**config.mk**
```make
export PLATFORM = sky130hd
export DESIGN_NAME = lph_ctrl
export DESIGN_NICKNAME = d
export VERILOG_FILES = /design/src/design/lph_pkg.sv /design/src/design/lph_ctrl.sv
export SDC_FILE = /design/constraint.sdc
export NUM_CORES = 1
export LEC_CHECK = 0
export BUFFER_PORTS_ARGS = -buffer_cell sky130_fd_sc_hd__buf_2
export CORE_UTILIZATION = 40
export DETAILED_ROUTE_END_ITERATION = 6
export GPL_ROUTABILITY_DRIVEN = 1
export PLACE_DENSITY = 0.81
export SLEW_MARGIN = 20
export SYNTH_ARGS = -nofsm -noshare
export SYNTH_HDL_FRONTEND = slang
export SYNTH_SLANG_ARGS = --single-unit
```
**constraint.sdc**
```tcl
create_clock -name clk -period 1.61 [get_ports clk]
set_input_delay 0.322 -clock clk [delete_from_list [all_inputs] [get_ports clk]]
set_output_delay 0.322 -clock clk [all_outputs]
set_load 0.01 [all_outputs]
```
**src/design/lph_pkg.sv**
```systemverilog
`default_nettype none
package lph_pkg;

	localparam int TABLE_DEPTH_DEF = 1024;
	localparam int VALUE_WIDTH_DEF = 32;
	localparam int KEY_W = 31;
	localparam int OP_W = 3;
	localparam int STATUS_W = 2;
	localparam int MARK_W = 2;

	localparam logic [31:0] HASH_MULT = 32'h9E3779B9;

	localparam logic [OP_W-1:0] OP_INSERT = 3'd0;
	localparam logic [OP_W-1:0] OP_SEARCH = 3'd1;
	localparam logic [OP_W-1:0] OP_ERASE = 3'd2;
	localparam logic [OP_W-1:0] OP_FIRST = 3'd3;
	localparam logic [OP_W-1:0] OP_NEXT = 3'd4;

	localparam logic [STATUS_W-1:0] ST_OK = 2'd0;
	localparam logic [STATUS_W-1:0] ST_MISS = 2'd1;
	localparam logic [STATUS_W-1:0] ST_FULL = 2'd2;

	localparam logic [MARK_W-1:0] MARK_EMPTY = 2'd0;
	localparam logic [MARK_W-1:0] MARK_LIVE = 2'd1;
	localparam logic [MARK_W-1:0] MARK_TOMB = 2'd2;

	typedef struct packed {
		logic in_rdy;
		logic clr;
		logic mul1;
		logic mul2;
		logic home;
		logic scan_first;
		logic scan_next;
		logic step;
		logic wr_ins;
		logic wr_tomb;
		logic ok_ins;
		logic ok_rd;
		logic fail;
		logic [STATUS_W-1:0] fail_code;
		logic cur_set;
		logic live_inc;
		logic live_dec;
		logic out_load;
	} ctl_cmd_t;

	typedef struct packed {
		logic in_fire;
		logic clr_last;
		logic [OP_W-1:0] op;
		logic [MARK_W-1:0] mark;
		logic key_match;
		logic n_done;
		logic pos_end;
		logic cur_valid;
		logic out_free;
	} ctl_sts_t;

endpackage
`default_nettype wire

```
**src/design/lph_ctrl.sv**
```systemverilog
`default_nettype none
module lph_ctrl (
	input wire logic clk,
	input wire logic arst_n,
	input wire lph_pkg::ctl_sts_t sts,
	output lph_pkg::ctl_cmd_t cmd
);
	typedef enum logic [2:0] {
		S_CLEAR, S_IDLE, S_MUL1, S_MUL2, S_HOME, S_READ, S_CHECK, S_DONE
	} state_t;

	state_t state_q, state_nxt;
	logic scan_op;

	assign scan_op = (sts.op == lph_pkg::OP_FIRST) || (sts.op == lph_pkg::OP_NEXT);

	always_comb begin
		cmd = '0;
		state_nxt = state_q;
		case (state_q)
			S_CLEAR: begin
				cmd.clr = 1'b1;
				if (sts.clr_last) state_nxt = S_IDLE;
			end
			S_IDLE: begin
				cmd.in_rdy = 1'b1;
				if (sts.in_fire) state_nxt = S_MUL1;
			end
			S_MUL1: begin
				cmd.mul1 = 1'b1;
				state_nxt = S_MUL2;
			end
			S_MUL2: begin
				cmd.mul2 = 1'b1;
				state_nxt = S_HOME;
			end
			S_HOME: begin
				case (sts.op) inside
					lph_pkg::OP_INSERT, lph_pkg::OP_SEARCH, lph_pkg::OP_ERASE: begin
						cmd.home = 1'b1;
						state_nxt = S_READ;
					end
					lph_pkg::OP_FIRST: begin
						cmd.scan_first = 1'b1;
						state_nxt = S_READ;
					end
					lph_pkg::OP_NEXT: begin
						if (sts.cur_valid) begin
							cmd.scan_next = 1'b1;
							state_nxt = S_READ;
						end else begin
							cmd.fail = 1'b1;
							cmd.fail_code = lph_pkg::ST_MISS;
							state_nxt = S_DONE;
						end
					end
					default: begin
						cmd.fail = 1'b1;
						cmd.fail_code = lph_pkg::ST_MISS;
						state_nxt = S_DONE;
					end
				endcase
			end
			S_READ: begin
				if (scan_op && sts.pos_end) begin
					cmd.fail = 1'b1;
					cmd.fail_code = lph_pkg::ST_MISS;
					state_nxt = S_DONE;
				end else if (!scan_op && sts.n_done) begin
					cmd.fail = 1'b1;
					cmd.fail_code = (sts.op == lph_pkg::OP_INSERT) ?
						lph_pkg::ST_FULL : lph_pkg::ST_MISS;
					state_nxt = S_DONE;
				end else begin
					state_nxt = S_CHECK;
				end
			end
			S_CHECK: begin
				state_nxt = S_READ;
				case (sts.op)
					lph_pkg::OP_INSERT: begin
						if (sts.mark == lph_pkg::MARK_EMPTY) begin
							cmd.wr_ins = 1'b1;
							cmd.ok_ins = 1'b1;
							cmd.cur_set = 1'b1;
							cmd.live_inc = 1'b1;
							state_nxt = S_DONE;
						end else begin
							cmd.step = 1'b1;
						end
					end
					lph_pkg::OP_SEARCH, lph_pkg::OP_ERASE: begin
						if (sts.mark == lph_pkg::MARK_EMPTY) begin
							cmd.fail = 1'b1;
							cmd.fail_code = lph_pkg::ST_MISS;
							state_nxt = S_DONE;
						end else if (sts.mark == lph_pkg::MARK_LIVE && sts.key_match) begin
							cmd.ok_rd = 1'b1;
							if (sts.op == lph_pkg::OP_SEARCH) begin
								cmd.cur_set = 1'b1;
							end else begin
								cmd.wr_tomb = 1'b1;
								cmd.live_dec = 1'b1;
							end
							state_nxt = S_DONE;
						end else begin
							cmd.step = 1'b1;
						end
					end
					default: begin
						if (sts.mark == lph_pkg::MARK_LIVE) begin
							cmd.ok_rd = 1'b1;
							cmd.cur_set = 1'b1;
							state_nxt = S_DONE;
						end else begin
							cmd.step = 1'b1;
						end
					end
				endcase
			end
			S_DONE: begin
				if (sts.out_free) begin
					cmd.out_load = 1'b1;
					state_nxt = S_IDLE;
				end
			end
			default: state_nxt = S_IDLE;
		endcase
	end

	always_ff @(posedge clk or negedge arst_n) begin
		if (!arst_n) begin
			state_q <= S_CLEAR;
		end else begin
			state_q <= state_nxt;
		end
	end
endmodule
`default_nettype wire

```
After elaboration in Yosys (flattened, before gate mapping)
Index checks and enable logic that the tools add are counted.
{"block": "op_classes", "n_reduce_logical": 11, "n_eq_ne": 15, "n_mux": 62}
{"operator": "3-bit 2-to-1 mux", "n": 16}
{"operator": "1-bit 2-to-1 mux", "n": 32}
{"operator": "3-bit one-hot mux with 8 select lines", "n": 1}
{"operator": "3-bit == test, second input constant", "n": 5}
{"operator": "2-bit 2-to-1 mux", "n": 7}
{"operator": "3-bit by 2-bit == test with 1-bit output, second input constant", "n": 4}
{"operator": "3-bit one-hot mux with 3 select lines", "n": 1}
{"operator": "3-bit by 1-bit == test with 1-bit output, second input constant", "n": 2}
{"operator": "3-bit logical NOT", "n": 2}
{"operator": "2-bit != test, second input constant", "n": 3}
{"operator": "1-bit one-hot mux with 2 select lines", "n": 3}
{"operator": "3-bit one-hot mux with 2 select lines", "n": 1}
{"operator": "5-bit 2-to-1 mux", "n": 1}
{"operator": "1-bit logical AND", "n": 3}
{"operator": "3-bit AND reduction", "n": 1}
{"operator": "3-bit OR reduction", "n": 1}
{"operator": "2-bit by 1-bit == test with 1-bit output, second input constant", "n": 1}
{"operator": "2-bit logical NOT", "n": 1}
{"operator": "2-bit OR reduction", "n": 1}
{"operator": "1-bit logical NOT", "n": 1}
{"operator": "1-bit logical OR", "n": 1}
{"block": "word_totals", "wordCells": 89, "input_bits": 14, "reg_bits": 3, "output_inout_bits": 19}

Depth between registers and ports, before layout
Gate-level depths: netlist of run 1.
{"block": "depth", "ltp_word": 7, "mapped_depth": 5, "ltp_nobuf": 4}

Worst setup path before layout of run 1
OpenSTA, ideal clock, no wires.
{"block": "synth_path", "path_type": "register -> output", "from": "reg state_q[0]", "to": "out cmd[9] in the netlist's numbering", "arrival_time_ns": 1.457, "setup_slack_ns": -0.169, "required_time_ns": 1.288, "n_path_buf": 1, "stages_incl_launch_ff": 6, "cell_sequence": "dfrtp_1 -> nand4bb_1 -> inv_1 -> nand2_1 -> nor4_1 -> buf_4"}
{"element": "from (decl)", "line": "lph_ctrl.sv:12", "text": "state_t state_q, state_nxt;"}
{"element": "from (signal assigned)", "line": "lph_ctrl.sv:135", "text": "state_q <= state_nxt;"}
{"element": "to (decl)", "line": "lph_ctrl.sv:6", "text": "output lph_pkg::ctl_cmd_t cmd"}

==> flow_summary.toml, run 1 <==
[cts]
clk_pin_slew_ns = 0.04
cts_buffer_depth = 2
cts_buffers = 3
htreeDepth = 1
cts_tree = "built"
worst_skew_pair.late_latency_ns = 0.24
clockRootBuffer = "clkbuf_4"
clkSinkCount = 3

[critical_path]
critPathKind = "flop to output port"
path_cells = "nand4bb_4, inv_2, nand2_2, nor4_4, buf_2"
cp_data_required_time_ns = 1.29
slowest_stage = "dfrtp_1"
rrSetupSlack_ns = 0.18
path_max_fanout = 4
arrival_ns = 1.50
cp-end-kind = "output port"
critPathMaxStageDelay_ns = 0.40
start_kind = "flop"

[placed_design]
dp_cells = 130
postPlaceCellArea_um2 = 781
dpl_worst_slack_ns = -0.165
io_buffer_count = 32
place.gp.congestion = 0.792
dpl.hpwl_um = 1170

[route]
routedWlPerCell_um = 14.0
drt_iter0_drc = 14
vias = 783
dr.pass1.iters = 4
drc = 0
drt-vias-per-instance = 5.55
totalWireLength_um = 1980
detail-route-antenna-nets = 0

[grt]
grt_max_degree = 11
grt_overflow = 0
grt_pass1_vias = 703
grt_pass1_wl_um = 2740
antenna_found_initial = 0
track_usage_pct = 27.1

[timing]
fin_skew_ns = 0.00659
worst_pin_slew_ns = 0.387
min_period_ns = 1.82
setup_ws_ns = -0.214
finalSetupViolCount = 14
rsz0062_at_grt = "yes"
hold_viol_final = 0
relSlewSlack_pct = 74.0
final-max-slew-violation-count = 0
max_freq_mhz = 548
fin_crit_sh_pct = 113

[finish]
drive_gt1_share_pct = 66.9
fillCellCount = 62
final_cells = 141
fin_nets = 142
top_register = "state_q"
n_antenna_cell = 0
syn_to_final_growth_pct = 91.8
top_regs = "state_q (3)"
design_area_um2 = 996
multi_input_area_um2 = 498
register_area_um2 = 75.1
largest_reg_flops = 3

[synth]
ys_ff_latch = 3
synthTopCellsByArea = "dfrtp_1 (14%), nor2_1 (7.2%), nor3_1 (6.7%)"
yosys.area.top_type = "dfrtp_1"
synth_top_area_share_pct = 14.5
netlist_instances = 76
synth_area_um2 = 519
syn_nets = 90
ys_warn_count = 0
synth_area_per_cell_um2 = 6.83
ys_seq_area_share_pct = 14.5
netlist-cell-type-count = 33

[floorplanning]
die-area_um2 = 1450
initial_utilization_pct = 44.9
ios = 33
core_area_um2 = 1160
die_x_um = 38.0
die_height_um = 38.0
rows = 12

[run_status]
status = "complete, but fails checks"
violations = "negative setup slack"

[power_and_ir_drop]
leakagePower_nw = 0.498
powerDensity_nw_per_um2 = 1090
power_frac_seq_pct = 13.3
power_switching_mw = 0.493
p_int_mw = 0.592
combPwrFrac_pct = 74.3
p_sw_share_pct = 45.5
ir_drop_mv = 0.977
power_frac_clock_pct = 12.4

[run]
drv_cap = 0

[worst_hold_path]
holdCritPathClass = "input pin to flop"
cell families (layout without fill, tap and decap cells):
group           count (synthesis)  count (layout)  synth area share (%)
compound gates                 20              20                  28.9
xor+xnor                        1               1                  1.69
buf+inv                        14              65                  15.9
flops                           3               3                  14.5
mux                             1               1                  2.17
simple gates                   37              37                  36.9
routing by layer:
metal	wire [µm]	share of wire, %	GRT usage, %	up-vias
met5	0	0	0	-
met4	36	1.8	12.5	0
met3	88	4.4	4.07	4
met2	1080	55	53.0	37
met1	773	39	27.2	365
li1	-	-	-	377
cell usage in the layout (no fill, tap or decap), drive strengths merged, types with 2 or more instances in the layout:
| cell | instances |
|---|---|
| a21oi | 4 |
| o21ai | 5 |
| dfrtp | 3 |
| inv | 5 |
| buf | 55 |
| a31oi | 2 |
| nand2 | 9 |
| a211oi | 3 |
| nor3 | 7 |
| nor3b | 2 |
| clkbuf | 4 |
| nor2 | 10 |
final timing paths:
kind                            start    endpoint  depth (start not counted)
min in group asynchronous      arst_n  state_q[0]                          2
hold reg to reg            state_q[1]  state_q[1]                          3
max in group asynchronous      arst_n  state_q[2]                          2
setup reg to reg           state_q[0]  state_q[1]                          7
hold / removal                sts[10]  state_q[0]                          3
setup / recovery           state_q[0]      cmd[9]                          5
power groups by stage:
stage          clock, mW  sequential, mW  combinational, mW
6_report           0.135           0.144              0.806
3_5_place_dp           0           0.136              0.568
2_1_floorplan          0           0.127              0.361
5_1_grt            0.148           0.144              0.870
3_3_place_gp           0           0.135              0.553
4_1_cts            0.136           0.137              0.676
synthesized netlist by cell type, drive strengths merged:
cell type	count
a211o	1
a211oi	3
a21oi	4
a2bb2oi	1
a311oi	1
a31oi	2
and3	1
and4bb	1
buf	8
clkbuf	1
dfrtp	3
inv	5
mux2	1
nand2	9
nand2b	1
nand3	1
nand3b	1
nand4bb	1
nor2	10
nor3	7
nor3b	2
nor4	1
o211ai	1
o21ai	5
o31ai	1
o41ai	1
or3	1
or3b	1
xnor2	1
per-stage QoR:
stage / total power, mW / hold WS (ns) / TNS, ns / utilization, %
2_1_floorplan: 0.489 / 0.0264 / 0 / -
3_3_place_gp: 0.687 / 0.115 / -0.399 / 67.5
3_5_place_dp: 0.705 / 0.118 / -0.546 / 67.5
4_1_cts: 0.950 / 0.386 / -1.15 / 79.0
5_1_grt: 1.16 / 0.392 / -2.70 / 86.1
6_report: 1.08 / 0.382 / -1.80 / 86.1
critical path, delay by kind of cell (launching register included):
family                 cells  cell delay [ns]
DFF                        1             0.40
and+or+nand+nor            3             0.60
buffers and inverters      2             0.27
layout make-up:
class,instances,area share (%)
multi-input combinational,59,50.0
timing repair buffer,56,36.2
sequential,3,7.54
clock buffer,4,2.64
inverter,5,1.88
tap,14,1.76
timing repair:
item	CTS	global route
hold buffers	1	0
pin swaps	3	4
endpoints found under the setup margin	14	16
setup buffers	3	3
gates resized for setup	17	15
hold endpoints to repair	3	0
Power figures use the tool's default switching activity.
==> run 2, diff against run 1 <==
==> constraint.sdc (replaced) <==
create_clock -name clk -period 1.61 [get_ports clk]
set_input_delay 0.161 -clock clk [delete_from_list [all_inputs] [get_ports clk]]
set_output_delay 0.161 -clock clk [all_outputs]
set_load 0.01 [all_outputs]
==> flow_summary.toml, run 2 (synthesis gave the netlist of run 1 again) <==
[timing]
tns_ns = -0.0873
relSlewSlack_pct = 70.4
hold_viol_final = 0
fin_crit_sh_pct = 102
finalSetupViolCount = 3
min_period_ns = 1.64
worst_pin_slew_ns = 0.444
setup_ws_ns = -0.0332
fin_hold_ws_ns = 0.228
fin_skew_ns = 0.000810
rsz0062_at_grt = "yes"
final-max-slew-violation-count = 0
max_freq_mhz = 609

[critical_path]
regToRegStartpoint = "state_q[0]"
critPathKind = "flop to output port"
arrival_ns = 1.48
cp_data_required_time_ns = 1.45
start_kind = "flop"
r2r_cells = 5
path_max_fanout = 4
cp-end-kind = "output port"
rrSetupSlack_ns = 0.33
rr_endpoint = "state_q[1]"

[finish]
syn_to_final_growth_pct = 53.5
n_antenna_cell = 0
final_cells = 127
drive_gt1_share_pct = 51.3
top_regs = "state_q (3)"
largest_reg_flops = 3
fillCellCount = 93
fin_nets = 128
mostFrequentLayoutCell = "buf_2"
post-route-util_pct = 68.9
final_cell_mix = "buf_2 (31), nand2_1 (9), buf_4 (9)"
design_area_um2 = 797
top_register = "state_q"

[grt]
track_usage_pct = 24.5
grt_pass1_wl_um = 2440
antenna_found_initial = 0
grt_overflow = 0
grt_max_degree = 14
grt_pass1_vias = 587

[run_status]
violations = "negative setup slack"
status = "complete, but fails checks"

[cts]
cts_buffers = 3
cts_tree = "built"
cts_buffer_depth = 2
clockRootBuffer = "clkbuf_4"
htreeDepth = 1
worst_skew_pair.late_latency_ns = 0.23
clkSinkCount = 3
clk_pin_slew_ns = 0.04

[run]
drv_cap = 0

[route]
vias = 687
detail-route-antenna-nets = 0
totalWireLength_um = 1580
drt_iter0_drc = 15
dr.pass1.iters = 4
routedWlPerCell_um = 12.4
drt-vias-per-instance = 5.41
drc = 0

[placed_design]
dp_cells = 118
dpl.hpwl_um = 1040
postPlaceCellArea_um2 = 677
io_buffer_count = 32
place.gp.congestion = 0.775

[worst_hold_path]
min_to = "state_q[1]"
min-delay-start = "sts[11]"
holdCritPathClass = "input pin to flop"
hold_depth = 3

[power_and_ir_drop]
ir_drop_mv = 0.634
leakagePower_nw = 0.400
powerDensity_nw_per_um2 = 1160

[floorplanning]
die-area_um2 = 1450
die_height_um = 38.0
initial_utilization_pct = 44.9
die_x_um = 38.0
rows = 12
core_area_um2 = 1160
ios = 33
-- run 2: cell count changes in the layout (fill, tap and decap cells not counted), moves of 2 or more --
cell	previous run	this run
buf_6	4	1
nor3_2	3	1
nor2_1	5	8
buf_4	20	9
nor3_1	3	6
nor2_2	4	1
-- run 2: repair_timing --
item,CTS,global route
buffers inserted,4,0
hold endpoints to repair,3,0
pin swaps,1,0
resized for setup,5,8
endpoints found under the setup margin,4,10
hold buffers,1,0
cloned,0,0
-- run 2: report_power, final --
group          internal, mW  leakage (nW)  switching [mW]
registers             0.112        0.0324          0.0329
logic                 0.299         0.353           0.346
clock network        0.0929        0.0150          0.0396
total                 0.503         0.400           0.419
-- run 2: final cells by class --
class	count	area, µm²	share of cell area, %
inverter	5	18.8	2.35
clock buffer	4	26.3	3.30
timing repair buffer	42	244	30.6
tap	14	17.5	2.20
sequential	3	75.1	9.42
multi-input combinational	59	415	52.1
-- run 2: metal layers --
metal	share of wire, %	up-vias	GRT usage, %	wire [µm]
met3	3.6	2	5.81	56
met4	1.2	0	12.5	19
met2	49	25	41.9	773
li1	-	343	-	-
met5	0	-	0	0
met1	46	317	27.9	728
-- run 2: worst max-delay path by stage --
| stage | from | end |
|---|---|---|
| after global placement | sts[7] | cmd[11] |
| after global routing | state_q[0] | cmd[4] |
| after floorplan | state_q[0] | cmd[9] |
| after detailed placement | sts[7] | cmd[11] |
| after CTS | state_q[1] | cmd[4] |
| final | state_q[0] | cmd[4] |
-- run 2: critical path, cell delays in order (launching register included) --
cell and delay, ns:
dfrtp_1 0.41, or3b_4 0.40, o21ai_2 0.14, o21ai_2 0.09, o31ai_2 0.06, buf_2 0.16
-- run 2: through the flow --
step | setup slack [ns] | total power [mW]
after global routing | -0.114 | 1.00
final | -0.0332 | 0.922
after floorplan | 0.145 | 0.485
after detailed placement | 0.0826 | 0.650
after global placement | 0.0948 | 0.637
after CTS | -0.0292 | 0.884
